## src/rtl/core/assert_macros.svh

```systemverilog
// ----------------------------------------------------------------------------
// Assertion macros shared by the RTL.
// ----------------------------------------------------------------------------
`ifndef ASSERT_MACROS_SVH
`define ASSERT_MACROS_SVH

// Property checked at every rising clock edge outside of reset.
`define ASSERT_CLK(label, prop, msg) \
    label: assert property (@(posedge i_clk) disable iff (!i_rst_n) prop) \
        else $error(msg);

// Condition that must never be seen at a rising clock edge outside of reset.
`define ASSERT_NEVER(label, expr, msg) \
    label: assert property (@(posedge i_clk) disable iff (!i_rst_n) !(expr)) \
        else $error(msg);

`endif

```

## src/rtl/core/urs_pkg.sv

```systemverilog
// ----------------------------------------------------------------------------
// urs_pkg
// Types and constants of the undo/redo stack pair.
// ----------------------------------------------------------------------------
package urs_pkg;

    localparam int DEPTH      = 16;
    localparam int DATA_WIDTH = 32;
    localparam int CNT_W      = $clog2(DEPTH + 1);
    localparam int ADDR_W     = $clog2(DEPTH);
    localparam int VALUE_W    = 32;
    localparam int DEPTH_W    = 5;

    typedef logic [DATA_WIDTH-1:0] t_data;
    typedef logic [CNT_W-1:0]      t_count;

    typedef enum logic [1:0] {
        OP_PUSH = 2'd0,
        OP_PULL = 2'd1,
        OP_UNDO = 2'd2,
        OP_REDO = 2'd3
    } t_op;

    typedef enum logic [1:0] {
        ST_DONE  = 2'd0,
        ST_EMPTY = 2'd1,
        ST_FULL  = 2'd2
    } t_status;

    typedef struct packed {
        t_op                operation;
        logic [VALUE_W-1:0] push_value;
    } t_urs_in;

    typedef struct packed {
        logic [VALUE_W-1:0] result_value;
        logic               result_valid;
        t_status            status;
        logic [VALUE_W-1:0] top_value;
        logic               top_valid;
        logic [DEPTH_W-1:0] undo_depth;
        logic [DEPTH_W-1:0] redo_depth;
    } t_urs_out;

    // Per-cycle command to one stack; push and pop are never both set.
    typedef struct packed {
        logic push;
        logic pop;
    } t_stk_ctl;

    // What one stack shows to the operation logic.
    typedef struct packed {
        t_count count;
        t_data  top;
        t_data  second;
    } t_stk_view;

endpackage

```

## src/rtl/core/urs_ram.sv

```systemverilog
// ----------------------------------------------------------------------------
// urs_ram
// Generic single-port-write, single-port-read RAM with registered read data.
// ----------------------------------------------------------------------------
module urs_ram #(
    parameter int WIDTH = 32,
    parameter int DEPTH = 16
) (
    input  logic                     i_clk,
    input  logic                     i_we,
    input  logic [$clog2(DEPTH)-1:0] i_waddr,
    input  logic [WIDTH-1:0]         i_wdata,
    input  logic [$clog2(DEPTH)-1:0] i_raddr,
    output logic [WIDTH-1:0]         o_rdata
);

    logic [WIDTH-1:0] r_mem [DEPTH];
    logic [WIDTH-1:0] r_rdata;

    // Read returns the contents before a write at the same edge.
    always_ff @(posedge i_clk) begin
        if (i_we) begin
            r_mem[i_waddr] <= i_wdata;
        end
        r_rdata <= r_mem[i_raddr];
    end

    assign o_rdata = r_rdata;

endmodule

```

## src/rtl/core/urs_stack.sv

```systemverilog
// ----------------------------------------------------------------------------
// urs_stack
// Bounded LIFO: top entry and count in registers, lower entries in a RAM.
// The entry just below the top is always ready, from the RAM read port or
// from a bypass register right after a push.
// ----------------------------------------------------------------------------
module urs_stack (
    input  logic                i_clk,
    input  logic                i_rst_n,
    input  urs_pkg::t_stk_ctl   i_ctl,
    input  urs_pkg::t_data      i_data,
    output urs_pkg::t_stk_view  o_view
);

    urs_pkg::t_count r_count;
    urs_pkg::t_count n_count;
    urs_pkg::t_count rd_ptr;
    urs_pkg::t_count wr_ptr;
    urs_pkg::t_data  r_top;
    urs_pkg::t_data  n_top;
    urs_pkg::t_data  r_byp;
    logic            r_sel_byp;
    urs_pkg::t_data  ram_rdata;
    urs_pkg::t_data  second;
    logic            ram_we;

    assign second = r_sel_byp ? r_byp : ram_rdata;

    always_comb begin
        n_count = r_count;
        n_top   = r_top;
        if (i_ctl.push) begin
            n_count = r_count + urs_pkg::t_count'(1);
            n_top   = i_data;
        end else if (i_ctl.pop) begin
            n_count = r_count - urs_pkg::t_count'(1);
            n_top   = second;
        end
    end

    // The old top drops into the RAM on a push; the read port follows the
    // entry below the new top.
    assign ram_we = i_ctl.push && (r_count != '0);
    assign wr_ptr = r_count - urs_pkg::t_count'(1);
    assign rd_ptr = n_count - urs_pkg::t_count'(2);

    urs_ram #(
        .WIDTH (urs_pkg::DATA_WIDTH),
        .DEPTH (urs_pkg::DEPTH)
    ) u_ram (
        .i_clk   (i_clk),
        .i_we    (ram_we),
        .i_waddr (wr_ptr[urs_pkg::ADDR_W-1:0]),
        .i_wdata (r_top),
        .i_raddr (rd_ptr[urs_pkg::ADDR_W-1:0]),
        .o_rdata (ram_rdata)
    );

    always_ff @(posedge i_clk) begin
        if (!i_rst_n) begin
            r_count   <= '0;
            r_sel_byp <= 1'b0;
        end else begin
            r_count   <= n_count;
            // The RAM read of the entry being written now would return stale
            // data, so the old top is held here and selected right after the push.
            r_sel_byp <= i_ctl.push;
        end
        r_top <= n_top;
        if (i_ctl.push) begin
            r_byp <= r_top;
        end
    end

    assign o_view.count  = r_count;
    assign o_view.top    = r_top;
    assign o_view.second = second;

endmodule

```

## src/rtl/core/undo_redo_stack_pair.sv

```systemverilog
// ----------------------------------------------------------------------------
// undo_redo_stack_pair
// Undo stack and redo stack of bounded depth with push, pull, undo and redo.
// ----------------------------------------------------------------------------
// Each accepted item carries one operation and yields exactly one result item,
// which reports the popped word or new undo top, a status, the undo top after
// the operation and both depths. One item is accepted every cycle while the
// skid register is empty; its result goes to the output register, or to the
// skid register while a result waits, so items keep flowing. Each item makes
// a single update of the two stacks: each stack keeps its top in a register and
// the entry below it ready at the registered read port of its RAM. Refused
// operations (empty, too shallow or full) leave both stacks unchanged.
module undo_redo_stack_pair (
    input  logic              i_clk,
    input  logic              i_rst_n,
    input  logic              i_in_valid,
    output logic              o_in_ready,
    input  urs_pkg::t_urs_in  i_in_item,
    output logic              o_out_valid,
    input  logic              i_out_ready,
    output urs_pkg::t_urs_out o_out_item
);

    `include "assert_macros.svh"

    logic               in_acc;
    logic               out_take;
    urs_pkg::t_stk_view u_view;
    urs_pkg::t_stk_view r_view;
    urs_pkg::t_stk_ctl  u_ctl;
    urs_pkg::t_stk_ctl  r_ctl;
    urs_pkg::t_data     u_data;
    urs_pkg::t_data     r_data;
    urs_pkg::t_data     push_word;
    urs_pkg::t_data     res_word;
    logic               res_ok;
    urs_pkg::t_status   status;
    urs_pkg::t_count    nu_count;
    urs_pkg::t_count    nr_count;
    urs_pkg::t_data     nu_top;
    urs_pkg::t_urs_out  result;

    urs_pkg::t_urs_out  r_out;
    logic               r_out_valid;
    urs_pkg::t_urs_out  r_skid;
    logic               r_skid_valid;

    assign o_in_ready = !r_skid_valid;
    assign in_acc     = i_in_valid && o_in_ready;
    assign out_take   = r_out_valid && i_out_ready;
    assign push_word  = urs_pkg::DATA_WIDTH'(i_in_item.push_value);

    always_comb begin
        u_ctl    = '0;
        r_ctl    = '0;
        u_data   = push_word;
        r_data   = u_view.top;
        res_word = '0;
        res_ok   = 1'b0;
        status   = urs_pkg::ST_DONE;
        case (i_in_item.operation)
            urs_pkg::OP_PUSH: begin
                if (u_view.count == urs_pkg::t_count'(urs_pkg::DEPTH)) begin
                    status = urs_pkg::ST_FULL;
                end else begin
                    u_ctl.push = 1'b1;
                end
            end
            urs_pkg::OP_PULL: begin
                if (u_view.count == '0) begin
                    status = urs_pkg::ST_EMPTY;
                end else begin
                    u_ctl.pop = 1'b1;
                    res_word  = u_view.top;
                    res_ok    = 1'b1;
                end
            end
            urs_pkg::OP_UNDO: begin
                if (u_view.count < urs_pkg::t_count'(2)) begin
                    status = urs_pkg::ST_EMPTY;
                end else if (r_view.count == urs_pkg::t_count'(urs_pkg::DEPTH)) begin
                    status = urs_pkg::ST_FULL;
                end else begin
                    u_ctl.pop  = 1'b1;
                    r_ctl.push = 1'b1;
                    res_word   = u_view.second;
                    res_ok     = 1'b1;
                end
            end
            urs_pkg::OP_REDO: begin
                if (r_view.count == '0) begin
                    status = urs_pkg::ST_EMPTY;
                end else if (u_view.count == urs_pkg::t_count'(urs_pkg::DEPTH)) begin
                    status = urs_pkg::ST_FULL;
                end else begin
                    r_ctl.pop  = 1'b1;
                    u_ctl.push = 1'b1;
                    u_data     = r_view.top;
                    res_word   = r_view.top;
                    res_ok     = 1'b1;
                end
            end
            default: begin
                status = urs_pkg::ST_EMPTY;
            end
        endcase

        // Nothing moves unless the item is actually taken.
        if (!in_acc) begin
            u_ctl = '0;
            r_ctl = '0;
        end
    end

    // Undo stack view and redo stack depth after the operation, for the peek and depth fields.
    always_comb begin
        nu_count = u_view.count;
        nu_top   = u_view.top;
        nr_count = r_view.count;
        if (u_ctl.push) begin
            nu_count = u_view.count + urs_pkg::t_count'(1);
            nu_top   = u_data;
        end else if (u_ctl.pop) begin
            nu_count = u_view.count - urs_pkg::t_count'(1);
            nu_top   = u_view.second;
        end
        if (r_ctl.push) begin
            nr_count = r_view.count + urs_pkg::t_count'(1);
        end else if (r_ctl.pop) begin
            nr_count = r_view.count - urs_pkg::t_count'(1);
        end
    end

    always_comb begin
        result.result_value = urs_pkg::VALUE_W'(res_word);
        result.result_valid = res_ok;
        result.status       = status;
        result.top_valid    = (nu_count != '0);
        result.top_value    = (nu_count != '0) ? urs_pkg::VALUE_W'(nu_top) : '0;
        result.undo_depth   = urs_pkg::DEPTH_W'(nu_count);
        result.redo_depth   = urs_pkg::DEPTH_W'(nr_count);
    end

    urs_stack u_undo (
        .i_clk   (i_clk),
        .i_rst_n (i_rst_n),
        .i_ctl   (u_ctl),
        .i_data  (u_data),
        .o_view  (u_view)
    );

    urs_stack u_redo (
        .i_clk   (i_clk),
        .i_rst_n (i_rst_n),
        .i_ctl   (r_ctl),
        .i_data  (r_data),
        .o_view  (r_view)
    );

    // Output register with a skid register behind it.
    always_ff @(posedge i_clk) begin
        if (!i_rst_n) begin
            r_out_valid  <= 1'b0;
            r_skid_valid <= 1'b0;
        end else if (r_skid_valid) begin
            if (out_take) begin
                r_out        <= r_skid;
                r_skid_valid <= 1'b0;
            end
        end else if (in_acc) begin
            if (!r_out_valid || out_take) begin
                r_out       <= result;
                r_out_valid <= 1'b1;
            end else begin
                r_skid       <= result;
                r_skid_valid <= 1'b1;
            end
        end else if (out_take) begin
            r_out_valid <= 1'b0;
        end
    end

    assign o_out_valid = r_out_valid;
    assign o_out_item  = r_out;

    `ASSERT_NEVER(a_skid_needs_out, r_skid_valid && !r_out_valid,
        "skid register holds an item while the output register is empty")
    `ASSERT_NEVER(a_undo_bound, u_view.count > urs_pkg::t_count'(urs_pkg::DEPTH),
        "undo stack depth above its bound")
    `ASSERT_CLK(a_refused_stable,
        in_acc && (status != urs_pkg::ST_DONE) |=> $stable(u_view.count) && $stable(r_view.count),
        "refused item changed a stack depth")
    `ASSERT_CLK(a_move_keeps_total,
        in_acc && (status == urs_pkg::ST_DONE) &&
        ((i_in_item.operation == urs_pkg::OP_UNDO) || (i_in_item.operation == urs_pkg::OP_REDO))
        |=> (u_view.count + r_view.count) == $past(u_view.count + r_view.count),
        "undo or redo changed the total number of entries")

endmodule

```

## config.mk

```make
export PLATFORM = sky130hd
export DESIGN_NAME = undo_redo_stack_pair
export DESIGN_NICKNAME = d
export VERILOG_FILES = /design/src/rtl/core/urs_pkg.sv /design/src/rtl/core/urs_ram.sv /design/src/rtl/core/urs_stack.sv /design/src/rtl/core/undo_redo_stack_pair.sv
export VERILOG_INCLUDE_DIRS = /design/src /design/src/rtl/core
export SDC_FILE = /design/constraint.sdc
export NUM_CORES = 2
export LEC_CHECK = 0
export ABC_CLOCK_PERIOD_IN_PS = 10100
export BUFFER_PORTS_ARGS = -buffer_cell sky130_fd_sc_hd__buf_2
export CAP_MARGIN = 10
export CORE_ASPECT_RATIO = 0.7
export CORE_MARGIN = 2
export CORE_UTILIZATION = 42
export CTS_CLUSTER_DIAMETER = 80
export CTS_CLUSTER_SIZE = 14
export DETAILED_ROUTE_END_ITERATION = 12
export PLACE_DENSITY_LB_ADDON = 0.2
export SLEW_MARGIN = 15
export SYNTH_ARGS = -nofsm -noshare
export SYNTH_HDL_FRONTEND = slang
export SYNTH_SLANG_ARGS = --single-unit
```

## constraint.sdc

```tcl
create_clock -name i_clk -period 10.1 [get_ports i_clk]
set_input_delay 1.01 -clock i_clk [delete_from_list [all_inputs] [get_ports i_clk]]
set_output_delay 1.01 -clock i_clk [all_outputs]
set_load 0.05 [all_outputs]
```

==> results.tsv <==
metric	value	unit
cp.required	10.62	ns
stdcell_area	60080	um^2
synth_top_cell_area_share	70.45	%
startpoint	u_redo.r_count[0]	
m1WireLength	69990	um
drive_gt1_share	9.915	%
async_reset_ff_share	0	%
syn_area	54390	um^2
maxSlewViolCount	0	
rows	110	
cp_max_fo	66	
whs	0.5159	ns
finalCoreUtilization	46.73	%
die_y	305.1	um
syn2layout_area_growth	10.46	%
yosysWarnings	0	
leakagePower	20.85	nW
cts_root_buffer	clkbuf_16	
synthCells	4114	
synth_top_cell_by_area	edfxtp_1	
grt_pass1_wl	222600	um
die_w	434.1	um
relSlewSlack	7.576	%
ant_nets	0	
gp_congestion	0.8082	
dieArea	132400	um^2
cp_num_buf_inv	6	
fin_nets	4208	
hold_viol	0	
fin_skew	0.03567	ns
dp_hpwl	82380	um
dpl_cell_area	56930	um^2
min_period	6.053	ns
nFillCells	11450	
r2r-start	u_redo.r_count[0]	
clock_tree.buffer_depth	3	
post-cts-setup-buffers	0	
synth.area.top_cells	edfxtp_1, nand2_1, nand3_1	
outcome	complete, no violations	
antenna_found_initial	3	
drt-initial-drc-count	4242	
worst_pin_slew	1.375	ns
avgSynthCellArea	13.22	um^2
p_per_area	198.4	nW/um^2
start_kind	flip-flop	
seq_area_frac_synth	74.50	%
regArea	40530	um^2
io_buffers	117	
crit_family	buffers and inverters	
critPathMaxStageDelay	0.80	ns
cts_hold_buffers	0	
path_clk_slew	0.07	ns
synth_seq_cells	1386	
synth_edf_count	1276	
vias	33650	
path_common_cell	buf_4	
antennaDiodeCount	0	
grt_overflow_total	0	
synthesis.nets	4169	
max_freq	0.1652	GHz
yosysUniqueCellTypes	62	
cts_tree	done	
grt_pass1_vias	31150	
start_util	42.31	%
critPathKind	reg -> reg	
wl	154400	um
drt_first_pass_iters	7	
drc	0	
period_share	59.93	%
setup_viol	0	
vdd_drop_max	127.5	uV
avgViaCountPerCell	5.635	
ios	118	
wl_met3	12410	um
core-area	128500	um^2
rsz0062_at_grt	false	
wl_per_cell	25.86	um
highest_layer	met4	
path_cells	inv_1 -> ha_1 -> nor4bb_2 -> nor2_4 -> buf_4 -> nand2_1 -> inv_4 -> and2b_1 -> a221o_4 -> inv_4 -> buf_4 -> buf_4 -> nand3_1 -> a32oi_1 -> o221ai_1	
insertion_delay	0.72	ns
grt_use_total	23.02	%
htreeDepth	3	
cts.sinks	1386	
numCtsBuffers	108	
cts_resized	0	
finalSetupTns	0	ns
worstHoldStart	r_skid[9]	
cp.arrival	6.57	ns
hold_path_class	reg -> reg	
crit_path_end_kind	flip-flop	
multi_input_area	12840	um^2
slowest_stage	buf_4	
synthFlopType	edfxtp_1	
grt_max_degree	201	
wl_met2	68550	um
maxCapViolCount	0	
[routing by layer]
layer  global-route usage [%]  vias up
li1                         -    15070
met2                    34.46     1435
met1                    35.16    16960
met5                        0        -
met3                    3.658      188
met4                    5.346        0
[layout make-up]
cell class | instances | area share [%]
inverter | 54 | 0.3686
sequential | 1386 | 67.46
timing repair buffer | 190 | 1.949
clock inverter | 3 | 0.07914
clock buffer | 190 | 5.153
multi-input combinational | 2413 | 21.38
tap | 1736 | 3.616
[cells by family (layout without fill, tap and decap cells)]
logic type	Yosys count	count (layout)	share of synthesized area, %
muxes	167	167	3.159
adders and majority gates	17	17	0.3911
buffers and inverters	315	437	2.399
xor gates and xnor gates	13	13	0.2991
and+or+nand+nor	1957	1957	15.39
AOI/OAI and AO/OA	259	259	3.865
DFF	1386	1386	74.50
[cell usage after synthesis (19+ instances only)]
master       n
inv_1       44
a32oi_1     32
dfxtp_1    110
clkbuf_1   171
mux2i_1    130
nor2_1     108
a222oi_1    32
nand4_1     34
mux2_2      37
edfxtp_1  1276
o31ai_1     67
o21ai_0     39
o221ai_1    64
and2_1      19
buf_2       65
nand3_1    617
nand2_1   1152
[path summary, 6_finish.rpt]
path	to	slack, ns	depth (start not counted)
hold reg to reg	o_out_item[9]	0.52	2
setup reg to reg	u_redo.u_ram.o_rdata[8]	4.05	15
hold / removal	o_out_item[9]	0.52	2
setup / recovery	u_redo.u_ram.o_rdata[8]	4.05	15
[worst register-to-register path, cell delays in order, from the launching register on]
cell	delay (ns)
dfxtp_1	0.46
inv_1	0.20
ha_1	0.29
nor4bb_2	0.25
nor2_4	0.11
buf_4	0.48
nand2_1	0.30
inv_4	0.28
and2b_1	0.32
a221o_4	0.66
inv_4	0.52
buf_4	0.51
buf_4	0.84
nand3_1	0.21
a32oi_1	0.29
o221ai_1	0.15
[per-stage QoR]
step           total power [mW]  setup WS [ns]  cells
2_1_floorplan             7.473         0.7538   4114
3_3_place_gp              7.974          3.804   5779
3_5_place_dp              7.988          3.713   5779
4_1_cts                   11.97          4.162   5972
5_1_grt                   12.28          3.759   5972
6_report                  11.92          4.047   5972
[flip-flops by register name, summed over array words and instances, names as in the netlist, 32 cells and up]
name	flops
u_undo.r_byp	32
r_skid	78
u_undo.u_ram.r_mem	512
u_redo.u_ram.r_mem	512
u_redo.r_top	32
u_undo.r_top	32
u_redo.u_ram.o_rdata	32
o_out_item	78
u_undo.u_ram.o_rdata	32
u_redo.r_byp	32
[where the power goes]
part           total (mW)  switching, mW  internal, mW
clock                4.04           1.97          2.07
sequential           7.07          0.424          6.64
combinational       0.811          0.595         0.217
total                11.9           2.99          8.93
[cells in the final DEF, fill, tap and decap left out, types with 8 or more instances in the layout]
cell       netlist  routed
a21oi_1          8       8
a222oi_1        32      32
mux2i_1        130     128
o221ai_1        64      64
buf_4            5      70
clkbuf_16        0     112
o21ai_0         39      39
nand4_1         34      34
nand3_1        617     616
inv_1           44      43
o31ai_1         67      67
nor2_4           0      22
nand2_1       1152    1150
clkbuf_1       171      78
and2_2           0      15
a32oi_1         32      32
edfxtp_1      1276    1276
buf_2           65     117
mux2_2          37      37
dfxtp_1        110     107
ha_1            17      16
nor2_1         108      87
Power figures use the tool's default switching activity.
